**config.mk**
```make
export PLATFORM = sky130hd
export DESIGN_NAME = periodic_release_scheduler_unit_flat
export DESIGN_NICKNAME = d
export VERILOG_FILES = /design/src/sv/prs_pkg.sv /design/src/sv/prs_if.sv /design/src/sv/periodic_release_scheduler_unit.sv /design/src/sv/prs_div.sv /design/src/flat_wrapper.sv
export SDC_FILE = /design/constraint.sdc
export NUM_CORES = 2
export LEC_CHECK = 0
export BUFFER_PORTS_ARGS = -buffer_cell sky130_fd_sc_hd__buf_2
export CAP_MARGIN = 5
export CORE_ASPECT_RATIO = 0.7
export CORE_MARGIN = 4
export CORE_UTILIZATION = 50
export CTS_CLUSTER_SIZE = 20
export DETAILED_ROUTE_END_ITERATION = 16
export HOLD_SLACK_MARGIN = 0.15
export MAX_ROUTING_LAYER = met4
export PLACE_DENSITY_LB_ADDON = 0.12
export SETUP_SLACK_MARGIN = 0.1
export SLEW_MARGIN = 20
export SYNTH_ARGS = -nofsm -noshare
export SYNTH_HDL_FRONTEND = slang
export SYNTH_SLANG_ARGS = --single-unit
```
**constraint.sdc**
```tcl
create_clock -name clk_i -period 30.7 [get_ports clk_i]
set_input_delay 1.535 -clock clk_i [delete_from_list [all_inputs] [get_ports clk_i]]
set_output_delay 1.535 -clock clk_i [all_outputs]
set_load 0.005 [all_outputs]
```
**src/sv/prs_pkg.sv**
```systemverilog
// Package with the types and constants of the periodic release scheduler.
`default_nettype none
package prs_pkg;

  localparam int unsigned TIME_W = 63;
  localparam int unsigned CNT_W  = $clog2(TIME_W);
  localparam int unsigned IDX_W  = 2;

  typedef enum logic [1:0] {
    ST_OK    = 2'd0,
    ST_OVF   = 2'd1,
    ST_NOCFG = 2'd2
  } prs_status_e;

  typedef enum logic [IDX_W-1:0] {
    REG_ENABLE = 2'd0,
    REG_FIRST  = 2'd1,
    REG_PERIOD = 2'd2,
    REG_POLICY = 2'd3
  } prs_reg_e;

  typedef enum logic [2:0] {
    S_IDLE,
    S_CHK,
    S_DIV,
    S_PREP,
    S_SUM,
    S_EMIT
  } prs_state_e;

  typedef struct packed {
    logic busy;
    logic done;
  } prs_div_stat_t;

  typedef struct packed {
    prs_status_e       status;
    logic [TIME_W-1:0] sched;
    logic [TIME_W-1:0] wake;
    logic [TIME_W-1:0] late;
    logic [TIME_W-1:0] missed;
    logic [TIME_W-1:0] nxt;
  } prs_res_t;

endpackage
`default_nettype wire

```
**src/sv/prs_if.sv**
```systemverilog
// Handshake interfaces for the tick input and the release result channels.
`default_nettype none
interface prs_tick_if;
  logic                       valid;
  logic                       ready;
  logic [prs_pkg::TIME_W-1:0] now_time;

  modport source (output valid, output now_time, input ready);
  modport sink (input valid, input now_time, output ready);
  modport monitor (input valid, input now_time, input ready);
endinterface

interface prs_rel_if;
  logic                       valid;
  logic                       ready;
  logic [1:0]                 status;
  logic [prs_pkg::TIME_W-1:0] sched_ns;
  logic [prs_pkg::TIME_W-1:0] wake_ns;
  logic [prs_pkg::TIME_W-1:0] lateness;
  logic [prs_pkg::TIME_W-1:0] missed_count;
  logic [prs_pkg::TIME_W-1:0] next_release_out;

  modport source (output valid, output status, output sched_ns, output wake_ns,
                  output lateness, output missed_count, output next_release_out,
                  input ready);
  modport sink (input valid, input status, input sched_ns, input wake_ns,
                input lateness, input missed_count, input next_release_out,
                output ready);
  modport monitor (input valid, input status, input sched_ns, input wake_ns,
                   input lateness, input missed_count, input next_release_out,
                   input ready);
endinterface
`default_nettype wire

```
**src/sv/periodic_release_scheduler_unit.sv**
```systemverilog
// Top level of the periodic release scheduler with its sequencer and registers.
//
// Usage: each item on the tick channel carries the current time in nanoseconds.
// A tick earlier than the next release produces no result. Otherwise one item
// leaves on the release channel with the served release, the wake time, the
// lateness, the whole periods missed and the next release. A disabled block
// answers every tick with a not-configured status; a zero period or a next
// release beyond the 63-bit range answers with an overflow status.
// The user must write configuration through the write port only while the block
// is idle; the block itself does not enforce this. After the accept the
// sequencer compares the tick with the next release and starts the restoring
// divider, which yields one quotient bit per cycle and then flags completion;
// the sequencer then prepares the addends, adds them with an overflow check and
// registers the result, which waits in the emit state while the receiver stalls
// the previous one. An early tick returns to idle from the compare; a disabled
// block goes from idle straight to the emit state and a zero period from the
// compare. The tick channel is ready only while the sequencer is idle.
// Reset clears the sequencer, the schedule and the result valid flag and loads
// the register defaults. A stalled receiver holds the registered result; the
// block takes the next tick meanwhile and waits only to hand over the next one.
`default_nettype none
module periodic_release_scheduler_unit (
  input  wire logic                       clk_i,
  input  wire logic                       rst_ni,
  input  wire logic                       cfg_we_i,
  input  wire logic [prs_pkg::IDX_W-1:0]  cfg_idx_i,
  input  wire logic [prs_pkg::TIME_W-1:0] cfg_data_i,
  prs_tick_if.sink                        tick_i,
  prs_rel_if.source                       rel_o
);
  import prs_pkg::*;

  prs_state_e        state_q, state_d;
  logic              en_q, en_d;
  logic              pol_q, pol_d;
  logic              armed_q, armed_d;
  logic [TIME_W-1:0] first_q, first_d;
  logic [TIME_W-1:0] per_q, per_d;
  logic [TIME_W-1:0] nrt_q, nrt_d;
  logic [TIME_W-1:0] now_q, now_d;
  logic [TIME_W-1:0] base_q, base_d;
  logic [TIME_W-1:0] add_q, add_d;
  prs_res_t          res_q, res_d;
  prs_res_t          out_q, out_d;
  logic              out_vld_q, out_vld_d;

  logic              div_start;
  prs_div_stat_t     div_stat;
  logic [TIME_W-1:0] div_quot;
  logic [TIME_W-1:0] div_rem;
  logic [TIME_W-1:0] ela;
  logic [TIME_W:0]   sum;

  assign ela = now_q - nrt_q;
  assign sum = {1'b0, base_q} + {1'b0, add_q};

  prs_div u_div (
    .clk_i      (clk_i),
    .rst_ni     (rst_ni),
    .start_i    (div_start),
    .dividend_i (ela),
    .divisor_i  (per_q),
    .stat_o     (div_stat),
    .quot_o     (div_quot),
    .rem_o      (div_rem)
  );

  assign tick_i.ready = (state_q == S_IDLE);

  always_comb begin
    state_d   = state_q;
    en_d      = en_q;
    pol_d     = pol_q;
    armed_d   = armed_q;
    first_d   = first_q;
    per_d     = per_q;
    nrt_d     = nrt_q;
    now_d     = now_q;
    base_d    = base_q;
    add_d     = add_q;
    res_d     = res_q;
    out_d     = out_q;
    out_vld_d = out_vld_q && !rel_o.ready;
    div_start = 1'b0;

    unique case (state_q)
      S_IDLE: begin
        if (tick_i.valid) begin
          now_d = tick_i.now_time;
          if (!en_q) begin
            armed_d = 1'b0;
            res_d   = '0;
            res_d.status = ST_NOCFG;
            state_d = S_EMIT;
          end else begin
            if (!armed_q) begin
              nrt_d   = first_q;
              armed_d = 1'b1;
            end
            state_d = S_CHK;
          end
        end
      end
      S_CHK: begin
        if (now_q < nrt_q) begin
          state_d = S_IDLE;
        end else if (per_q == '0) begin
          res_d        = '0;
          res_d.status = ST_OVF;
          state_d      = S_EMIT;
        end else begin
          div_start = 1'b1;
          state_d   = S_DIV;
        end
      end
      S_DIV: begin
        if (div_stat.done) begin
          state_d = S_PREP;
        end
      end
      S_PREP: begin
        if (pol_q) begin
          base_d = now_q;
          add_d  = per_q - div_rem;
        end else begin
          base_d = nrt_q;
          add_d  = per_q;
        end
        state_d = S_SUM;
      end
      S_SUM: begin
        res_d = '0;
        if (sum[TIME_W]) begin
          res_d.status = ST_OVF;
        end else begin
          res_d.status = ST_OK;
          res_d.sched  = nrt_q;
          res_d.wake   = now_q;
          res_d.late   = now_q - nrt_q;
          res_d.missed = div_quot;
          res_d.nxt    = sum[TIME_W-1:0];
          nrt_d        = sum[TIME_W-1:0];
        end
        state_d = S_EMIT;
      end
      S_EMIT: begin
        if (!out_vld_q || rel_o.ready) begin
          out_d     = res_q;
          out_vld_d = 1'b1;
          state_d   = S_IDLE;
        end
      end
      default: begin
        state_d = S_IDLE;
      end
    endcase

    if (cfg_we_i) begin
      unique case (cfg_idx_i)
        REG_ENABLE: begin
          en_d    = cfg_data_i[0];
          armed_d = 1'b0;
        end
        REG_FIRST:  first_d = cfg_data_i;
        REG_PERIOD: per_d = cfg_data_i;
        REG_POLICY: pol_d = cfg_data_i[0];
        default: begin
        end
      endcase
    end
  end

  always_ff @(posedge clk_i or negedge rst_ni) begin
    if (!rst_ni) begin
      state_q   <= S_IDLE;
      en_q      <= 1'b0;
      pol_q     <= 1'b0;
      armed_q   <= 1'b0;
      first_q   <= '0;
      per_q     <= TIME_W'(1);
      nrt_q     <= '0;
      out_vld_q <= 1'b0;
    end else begin
      state_q   <= state_d;
      en_q      <= en_d;
      pol_q     <= pol_d;
      armed_q   <= armed_d;
      first_q   <= first_d;
      per_q     <= per_d;
      nrt_q     <= nrt_d;
      out_vld_q <= out_vld_d;
    end
  end

  always_ff @(posedge clk_i) begin
    now_q  <= now_d;
    base_q <= base_d;
    add_q  <= add_d;
    res_q  <= res_d;
    out_q  <= out_d;
  end

  assign rel_o.valid            = out_vld_q;
  assign rel_o.status           = out_q.status;
  assign rel_o.sched_ns         = out_q.sched;
  assign rel_o.wake_ns          = out_q.wake;
  assign rel_o.lateness         = out_q.late;
  assign rel_o.missed_count     = out_q.missed;
  assign rel_o.next_release_out = out_q.nxt;

endmodule
`default_nettype wire

```
**src/sv/prs_div.sv**
```systemverilog
// Radix-2 restoring divider that yields one quotient bit per cycle.
`default_nettype none
module prs_div (
  input  wire logic                       clk_i,
  input  wire logic                       rst_ni,
  input  wire logic                       start_i,
  input  wire logic [prs_pkg::TIME_W-1:0] dividend_i,
  input  wire logic [prs_pkg::TIME_W-1:0] divisor_i,
  output prs_pkg::prs_div_stat_t          stat_o,
  output logic [prs_pkg::TIME_W-1:0]      quot_o,
  output logic [prs_pkg::TIME_W-1:0]      rem_o
);
  import prs_pkg::*;

  logic              busy_q, busy_d;
  logic              done_q, done_d;
  logic [CNT_W-1:0]  cnt_q, cnt_d;
  logic [TIME_W-1:0] acc_q, acc_d;
  logic [TIME_W-1:0] rem_q, rem_d;
  logic [TIME_W-1:0] dsr_q, dsr_d;
  logic [TIME_W:0]   shifted;
  logic [TIME_W+1:0] diff;

  assign shifted = {rem_q, acc_q[TIME_W-1]};
  assign diff    = {1'b0, shifted} - {2'b00, dsr_q};

  always_comb begin
    busy_d = busy_q;
    done_d = 1'b0;
    cnt_d  = cnt_q;
    acc_d  = acc_q;
    rem_d  = rem_q;
    dsr_d  = dsr_q;
    if (start_i) begin
      busy_d = 1'b1;
      cnt_d  = CNT_W'(TIME_W - 1);
      acc_d  = dividend_i;
      rem_d  = '0;
      dsr_d  = divisor_i;
    end else if (busy_q) begin
      if (diff[TIME_W+1]) begin
        rem_d = shifted[TIME_W-1:0];
        acc_d = {acc_q[TIME_W-2:0], 1'b0};
      end else begin
        rem_d = diff[TIME_W-1:0];
        acc_d = {acc_q[TIME_W-2:0], 1'b1};
      end
      cnt_d = cnt_q - 1'b1;
      if (cnt_q == '0) begin
        busy_d = 1'b0;
        done_d = 1'b1;
      end
    end
  end

  always_ff @(posedge clk_i or negedge rst_ni) begin
    if (!rst_ni) begin
      busy_q <= 1'b0;
      done_q <= 1'b0;
      cnt_q  <= '0;
    end else begin
      busy_q <= busy_d;
      done_q <= done_d;
      cnt_q  <= cnt_d;
    end
  end

  always_ff @(posedge clk_i) begin
    acc_q <= acc_d;
    rem_q <= rem_d;
    dsr_q <= dsr_d;
  end

  assign stat_o.busy = busy_q;
  assign stat_o.done = done_q;
  assign quot_o      = acc_q;
  assign rem_o       = rem_q;

endmodule
`default_nettype wire

```
**src/flat_wrapper.sv**
```systemverilog
// flat-port wrapper written by rule: the top's interface ports become plain ports
module periodic_release_scheduler_unit_flat import prs_pkg::*;
  (clk_i, rst_ni, cfg_we_i, cfg_idx_i, cfg_data_i, tick_i_valid, tick_i_now_time, tick_i_ready, rel_o_valid, rel_o_status, rel_o_sched_ns, rel_o_wake_ns, rel_o_lateness, rel_o_missed_count, rel_o_next_release_out, rel_o_ready);
  prs_tick_if tick_i_i ();
  prs_rel_if rel_o_i ();
  input  wire logic clk_i;
  input  wire logic rst_ni;
  input  wire logic cfg_we_i;
  input  wire logic [prs_pkg::IDX_W-1:0] cfg_idx_i;
  input  wire logic [prs_pkg::TIME_W-1:0] cfg_data_i;
  input wire logic [$bits(tick_i_i.valid)-1:0] tick_i_valid;
  input wire logic [$bits(tick_i_i.now_time)-1:0] tick_i_now_time;
  output wire logic [$bits(tick_i_i.ready)-1:0] tick_i_ready;
  output wire logic [$bits(rel_o_i.valid)-1:0] rel_o_valid;
  output wire logic [$bits(rel_o_i.status)-1:0] rel_o_status;
  output wire logic [$bits(rel_o_i.sched_ns)-1:0] rel_o_sched_ns;
  output wire logic [$bits(rel_o_i.wake_ns)-1:0] rel_o_wake_ns;
  output wire logic [$bits(rel_o_i.lateness)-1:0] rel_o_lateness;
  output wire logic [$bits(rel_o_i.missed_count)-1:0] rel_o_missed_count;
  output wire logic [$bits(rel_o_i.next_release_out)-1:0] rel_o_next_release_out;
  input wire logic [$bits(rel_o_i.ready)-1:0] rel_o_ready;
  assign tick_i_i.valid = tick_i_valid;
  assign tick_i_i.now_time = tick_i_now_time;
  assign tick_i_ready = tick_i_i.ready;
  assign rel_o_valid = rel_o_i.valid;
  assign rel_o_status = rel_o_i.status;
  assign rel_o_sched_ns = rel_o_i.sched_ns;
  assign rel_o_wake_ns = rel_o_i.wake_ns;
  assign rel_o_lateness = rel_o_i.lateness;
  assign rel_o_missed_count = rel_o_i.missed_count;
  assign rel_o_next_release_out = rel_o_i.next_release_out;
  assign rel_o_i.ready = rel_o_ready;
  periodic_release_scheduler_unit u_core (.clk_i(clk_i), .rst_ni(rst_ni), .cfg_we_i(cfg_we_i), .cfg_idx_i(cfg_idx_i), .cfg_data_i(cfg_data_i), .tick_i(tick_i_i), .rel_o(rel_o_i));
endmodule
```
# == Word-level counts from Yosys, hierarchy flattened ==
# Index checks and enable logic that the tools add are counted.
# totals
ram_bits,0
elab_cells,115
latchBits,0
romBits,0
regBits,1216
mem_count,0
inputBits,133
# op_classes
mux,43
n_eq_ne,17
shifts,0
bitwise,0
reduce_logical,20
addsub,5
magnitude_cmp,1
div,0
n_mul,0
# ops
cell,count
$mux W317,4
$pmux W317 S3,1
$mux W63,9
$mux W315,1
$pmux W63 S2,1
$sub A63 B63 Y63,2
$sub A64 B63 Y65,1
$add A63 B63 Y64,1
$logic_not A63 Y1,1
$lt A63 B63 Y1,1
$mux W1,18
$mux W3,6
$pmux W3 S6,1
$mux W6,2
$ne A2 B2 Y1 const B,6
$reduce_and A2 Y1,6
$reduce_and A5 Y1,2
$eq A3 B2 Y1 const B,2
$eq A3 B3 Y1 const B,2
$logic_not A6 Y1,1
$ne A2 B1 Y1 const B,3
$sub A6 B1 Y6 const B,1
$eq A2 B2 Y1 const B,2
$reduce_bool A2 Y1,2
other kinds (9),10

# == Depth between registers and ports, before layout ==
# logic_depth
ltp_word,5
ltp_mapped,18

# == By module ==
# A second synthesis with hierarchy kept.
# unflattened
cells_unflattened,4962
area_unflattened_um2,58865.2
# modules_own_cells
module,seq_area_each_um2,cells_per_inst,n_inst,area_per_inst_um2
periodic_release_scheduler_unit,29619.7,3748,1,47187.8
prs_div,5245.0,1214,1,11677.4

# == Worst setup path after synthesis ==
# No wires, ideal clock.
# synth_path
kind,flip-flop to flip-flop
start,reg u_core.now_q[20]
end,reg u_core.res_q[0] (netlist name) (enable)
required_time_ps,29699
slack_ps,13900
path_stages_with_launch,14
t_arrival_ps,15799
path_cell_list,edfxtp_1 -> ha_1 -> clkbuf_1 -> nand4_1 -> nor4_1 -> nand4b_1 -> nand4b_1 -> a41oi_1 -> a21bo_2 -> a31oi_4 -> o21a_1 -> o31ai_1 -> a21oi_1 -> nor2_1
# synth_between
elab_chain_len,3
# synth_lines
element,line,source
"start, declared",periodic_release_scheduler_unit.sv:40,"logic [TIME_W-1:0] now_q, now_d;"
"start signal, assigned",periodic_release_scheduler_unit.sv:196,now_q <= now_d;
$lt A63 B63 Y1,periodic_release_scheduler_unit.sv:105,if (now_q < nrt_q) begin
$ne A2 B2 Y1 (no source line),n/a,
$reduce_and A5 Y1 (no source line),n/a,
"end signal, assigned",periodic_release_scheduler_unit.sv:199,res_q <= res_d;
"end, declared",periodic_release_scheduler_unit.sv:43,"prs_res_t res_q, res_d;"
# No other way between the ends.
# A chain may end at the register's enable or synchronous reset.

# == Worst setup path after layout ==
# layout_path
start,reg u_core.now_q[13]
end,reg u_core.res_q[103] (netlist name) (enable)
# Same word-level chain as after synthesis.

==> flow_summary.yaml <==
cells_and_area:
  drive_gt1_share_pct: 16.9
  seqCellArea_um2: 34900
  area_delta_synth_final_pct: 12.6
  finalCoreUtilization_pct: 56.9
  final.fill_count: 9838
  multi_input_area_um2: 21400
  fin_nets: 5706
timing:
  period_needed_ns: 5.57
  worst_slew_margin_rel_pct: 29.5
  rsz0062_at_grt: "false"
  total_neg_setup_slack_ns: 0
  timing.final.setup_violations: 0
  max_clock_freq_mhz: 180
  post_route_worst_hold_slack_ns: 0.410
  hold_viol_final: 0
  worst_slew_pin_tran_ns: 1.06
  clock_skew_ns: 0.0268
  timing_max_transition_violations_final: 0
  fin_crit_sh_pct: 18.1
placement:
  globalplace.congestion: 0.941
  portBuffers: 451
  hpwlAfterDp_um: 122000
clock_network:
  clk_slew_on_worst_s_h_paths_ns: 0.07
  insertion_delay_ns: 0.72
  cts_root_buf: "sky130_fd_sc_hd__clkbuf_16"
  cts_sink_cnt: 1216
  postCtsSetupBuffers: 0
  cts.htree.levels: 3
  numCtsBuffers: 110
  tritoncts: "built"
  cells_resized_by_post_cts_repair: 0
  holdBufCountCts: 0
  clock_tree.buffer_depth: 3
logic_synthesis:
  library_cell_with_the_highest_instance_count_after_synthesis: "sky130_fd_sc_hd__edfxtp_1"
  muxShareOfSynthArea_pct: 3.65
  synth_largest_type_area_fraction_pct: 49.0
  syn_avg_cell_area_um2: 11.7
  yosys.area_share.xor_xnor_pct: 3.55
  yosysWarningCount: 0
  synth.net_count: 5352
  synthDominantAreaCellType: "sky130_fd_sc_hd__edfxtp_1"
  syn-cell-area_um2: 58200
  synth_compound_area_share_pct: 13.3
  synth.lib_cells_used.distinct: 87
  synth-edff-count: 949
  yosys_most_used_dff: "sky130_fd_sc_hd__edfxtp_1"
  synth_sequential_area_ratio_pct: 59.9
  netlist_top_cells_area: "sky130_fd_sc_hd__edfxtp_1 (49%), sky130_fd_sc_hd__dfrtp_1 (8.7%), sky130_fd_sc_hd__ha_1 (5.4%)"
  post_synth_and_or_nand_nor_area_fraction_pct: 10.6
  ys_ff_latch: 1216
  dominant_combinational_cell_family_by_area_after_synthesis: "compound AO/OA/AOI/OAI gates"
  synthAdderAreaFrac_pct: 5.58
  synthArstFlopShare_pct: 16.8
  post_synth_inst_count: 4962
  post_synth_most_frequent_cells: "sky130_fd_sc_hd__edfxtp_1 (949), sky130_fd_sc_hd__nor2_1 (431), sky130_fd_sc_hd__nand2_1 (425), sky130_fd_sc_hd__a21oi_1 (332), sky130_fd_sc_hd__o21ai_0 (303)"
setup_path:
  timing.critical_path.to_type: "register"
  worst_ep_required_time_ns: 31.03
  cp_max_fo: 145
  critical_path_class: "reg2reg"
  critPathArrivalTime_ns: 5.90
  critical_path_start_type: "register"
floorplan:
  placeable_core_region_um2: 115000
  initial_util_pct: 50.5
  dieHeight_um: 293
  dieWidth_um: 416
  num_rows: 104
  floorplan.die_area_um2: 122000
  pin_count: 452
detailed_routing:
  routed_wire_length_per_instance_um: 23.8
  detail_route_antenna_nets: 0
  first_pass_detailed_route_iteration_total: 5
  routed-via-count: 39300
  routed_wl_um: 165000
  post_drt_via_cell_ratio: 5.66
  remaining_drc_errors: 0
  dr.first_iter.drc_count: 3350
power_and_ir_drop:
  p_leak_uw: 0.0266
  p_clk_share_pct: 19.2
  comb_power_share_pct: 43.7
  ir_worst_vdd_mv: 0.0643
  internal-power_uw: 4460
  power.share.switching_pct: 39.8
  power_switching_uw: 2950
  pwr-share-seq_pct: 37.1
  power-per-cell-area_nw_per_um2: 113
worst_hold_path:
  hold_path_class: "reg2reg"
grt:
  grt_antenna_before_repair: 4
  grt_remaining_overflow: 0
  grt_pass1_vias: 38200
  grt_start_max_net_pins: 154
  grt_usage_pct: 27.3
  grt_pass1_wl_um: 243000
outcome:
  run_status: "completed"
flow_run:
  maxCapViolations: 0
==> cell usage in the layout (no fill, tap or decap), drive strengths merged, types with 26 or more instances in the layout <==
| cell | n |
|---|---|
| mux2 | 185 |
| and2 | 147 |
| a211oi | 72 |
| nor2 | 431 |
| nand2 | 426 |
| clkbuf | 143 |
| a31oi | 59 |
| clkinv | 36 |
| nand2b | 42 |
| dfrtp | 203 |
| o211ai | 34 |
| ha | 253 |
| dfxtp | 63 |
| and3 | 26 |
| o21bai | 47 |
| edfxtp | 949 |
| o21ai | 320 |
| nand3 | 53 |
| xnor2 | 132 |
| a21o | 189 |
| inv | 263 |
| buf | 490 |
| xor2 | 104 |
| nand4 | 73 |
| a21oi | 334 |
| nor2b | 27 |
| nor4 | 28 |
| nor3 | 39 |
==> critical path: stages (launching register included) <==
cell,delay (ns)
sky130_fd_sc_hd__edfxtp_1,0.42
sky130_fd_sc_hd__ha_1,0.45
sky130_fd_sc_hd__nand4_1,0.20
sky130_fd_sc_hd__nor4_1,0.36
sky130_fd_sc_hd__nand4b_1,0.19
sky130_fd_sc_hd__nand4b_1,0.37
sky130_fd_sc_hd__a41oi_1,0.16
sky130_fd_sc_hd__a21bo_2,0.31
sky130_fd_sc_hd__a31oi_4,0.14
sky130_fd_sc_hd__o21a_1,0.25
sky130_fd_sc_hd__o31ai_1,0.34
sky130_fd_sc_hd__a21oi_1,0.17
sky130_fd_sc_hd__nor2_4,0.14
sky130_fd_sc_hd__buf_12,0.60
sky130_fd_sc_hd__buf_4,0.82
==> power by group through the flow <==
stage | Combinational [uW] | Sequential (uW) | Clock (uW)
2_1_floorplan | 2300 | 2780 | 0
3_3_place_gp | 3190 | 2780 | 0
3_5_place_dp | 3210 | 2780 | 0
4_1_cts | 3220 | 2750 | 1450
5_1_grt | 3580 | 2790 | 1520
6_report | 3230 | 2750 | 1420
==> sequential cells by signal (all words and copies together) (netlist names), 3 cells and up <==
| name | flops |
|---|---|
| u_core.rel_o.sched_ns | 63 |
| u_core.now_q | 63 |
| u_core.state_q | 3 |
| u_core.nrt_q | 63 |
| u_core.rel_o.wake_ns | 63 |
| u_core.per_q | 63 |
| u_core.rel_o.lateness | 63 |
| u_core.u_div.rem_o | 63 |
| u_core.rel_o.missed_count | 63 |
| u_core.u_div.quot_o | 63 |
| u_core.base_q | 63 |
| u_core.first_q | 63 |
| u_core.add_q | 63 |
| u_core.u_div.dsr_q | 63 |
| u_core.res_q | 317 |
| u_core.rel_o.next_release_out | 63 |
| u_core.u_div.cnt_q | 6 |
==> final timing paths <==
path                                              from                                   to  slack (ns)  cells past startpoint
hold / removal             u_core.res_q[285]$_DFFE_PP_  u_core.rel_o.sched_ns[33]$_DFFE_PP_        0.41                      0
setup reg to reg            u_core.now_q[13]$_DFFE_PP_          u_core.res_q[103]$_DFFE_PP_       25.13                     14
setup / recovery            u_core.now_q[13]$_DFFE_PP_          u_core.res_q[103]$_DFFE_PP_       25.13                     14
min in group asynchronous                       rst_ni         u_core.nrt_q[10]$_DFFE_PN0P_        0.73                      1
max in group asynchronous                       rst_ni         u_core.nrt_q[57]$_DFFE_PN0P_       28.65                      2
hold reg to reg            u_core.res_q[285]$_DFFE_PP_  u_core.rel_o.sched_ns[33]$_DFFE_PP_        0.41                      0
==> cell type report <==
class | count | area share [%]
Clock buffer | 143 | 4.63
Inverter | 255 | 1.47
Timing Repair Buffer | 490 | 3.97
Tap cell | 1537 | 2.94
Antenna cell | 3 | 0.0115
Sequential cell | 1216 | 53.3
Clock inverter | 63 | 1.02
Multi-Input combinational cell | 3243 | 32.7
==> metrics by stage <==
stage / power, uW / std cells / setup WS (ns) / area [um2]
2_1_floorplan: 5080 / 4962 / 13.90 / 58200
3_3_place_gp: 5970 / 6740 / 24.64 / 61800
3_5_place_dp: 5990 / 6741 / 25.19 / 61800
4_1_cts: 7430 / 6947 / 25.20 / 65500
5_1_grt: 7890 / 6949 / 24.78 / 65500
6_report: 7410 / 6950 / 25.13 / 65500
==> cell families (layout without fill, tap and decap cells) <==
logic type	Yosys count	after routing
fa+ha+maj	257	257
buf+inv	503	951
mux	189	189
other cells	0	3
flops	1216	1216
simple gates	1340	1340
xor+xnor	236	236
compound gates	1221	1221
==> per-layer routing <==
metal	share of wire, %	up-vias	track usage (%)
met5	0	-	-
li1	-	18700	-
met4	2.3	0	6.08
met3	5.5	185	4.67
met2	49	1094	45.0
met1	43	19300	35.7
Power figures use the tool's default switching activity.
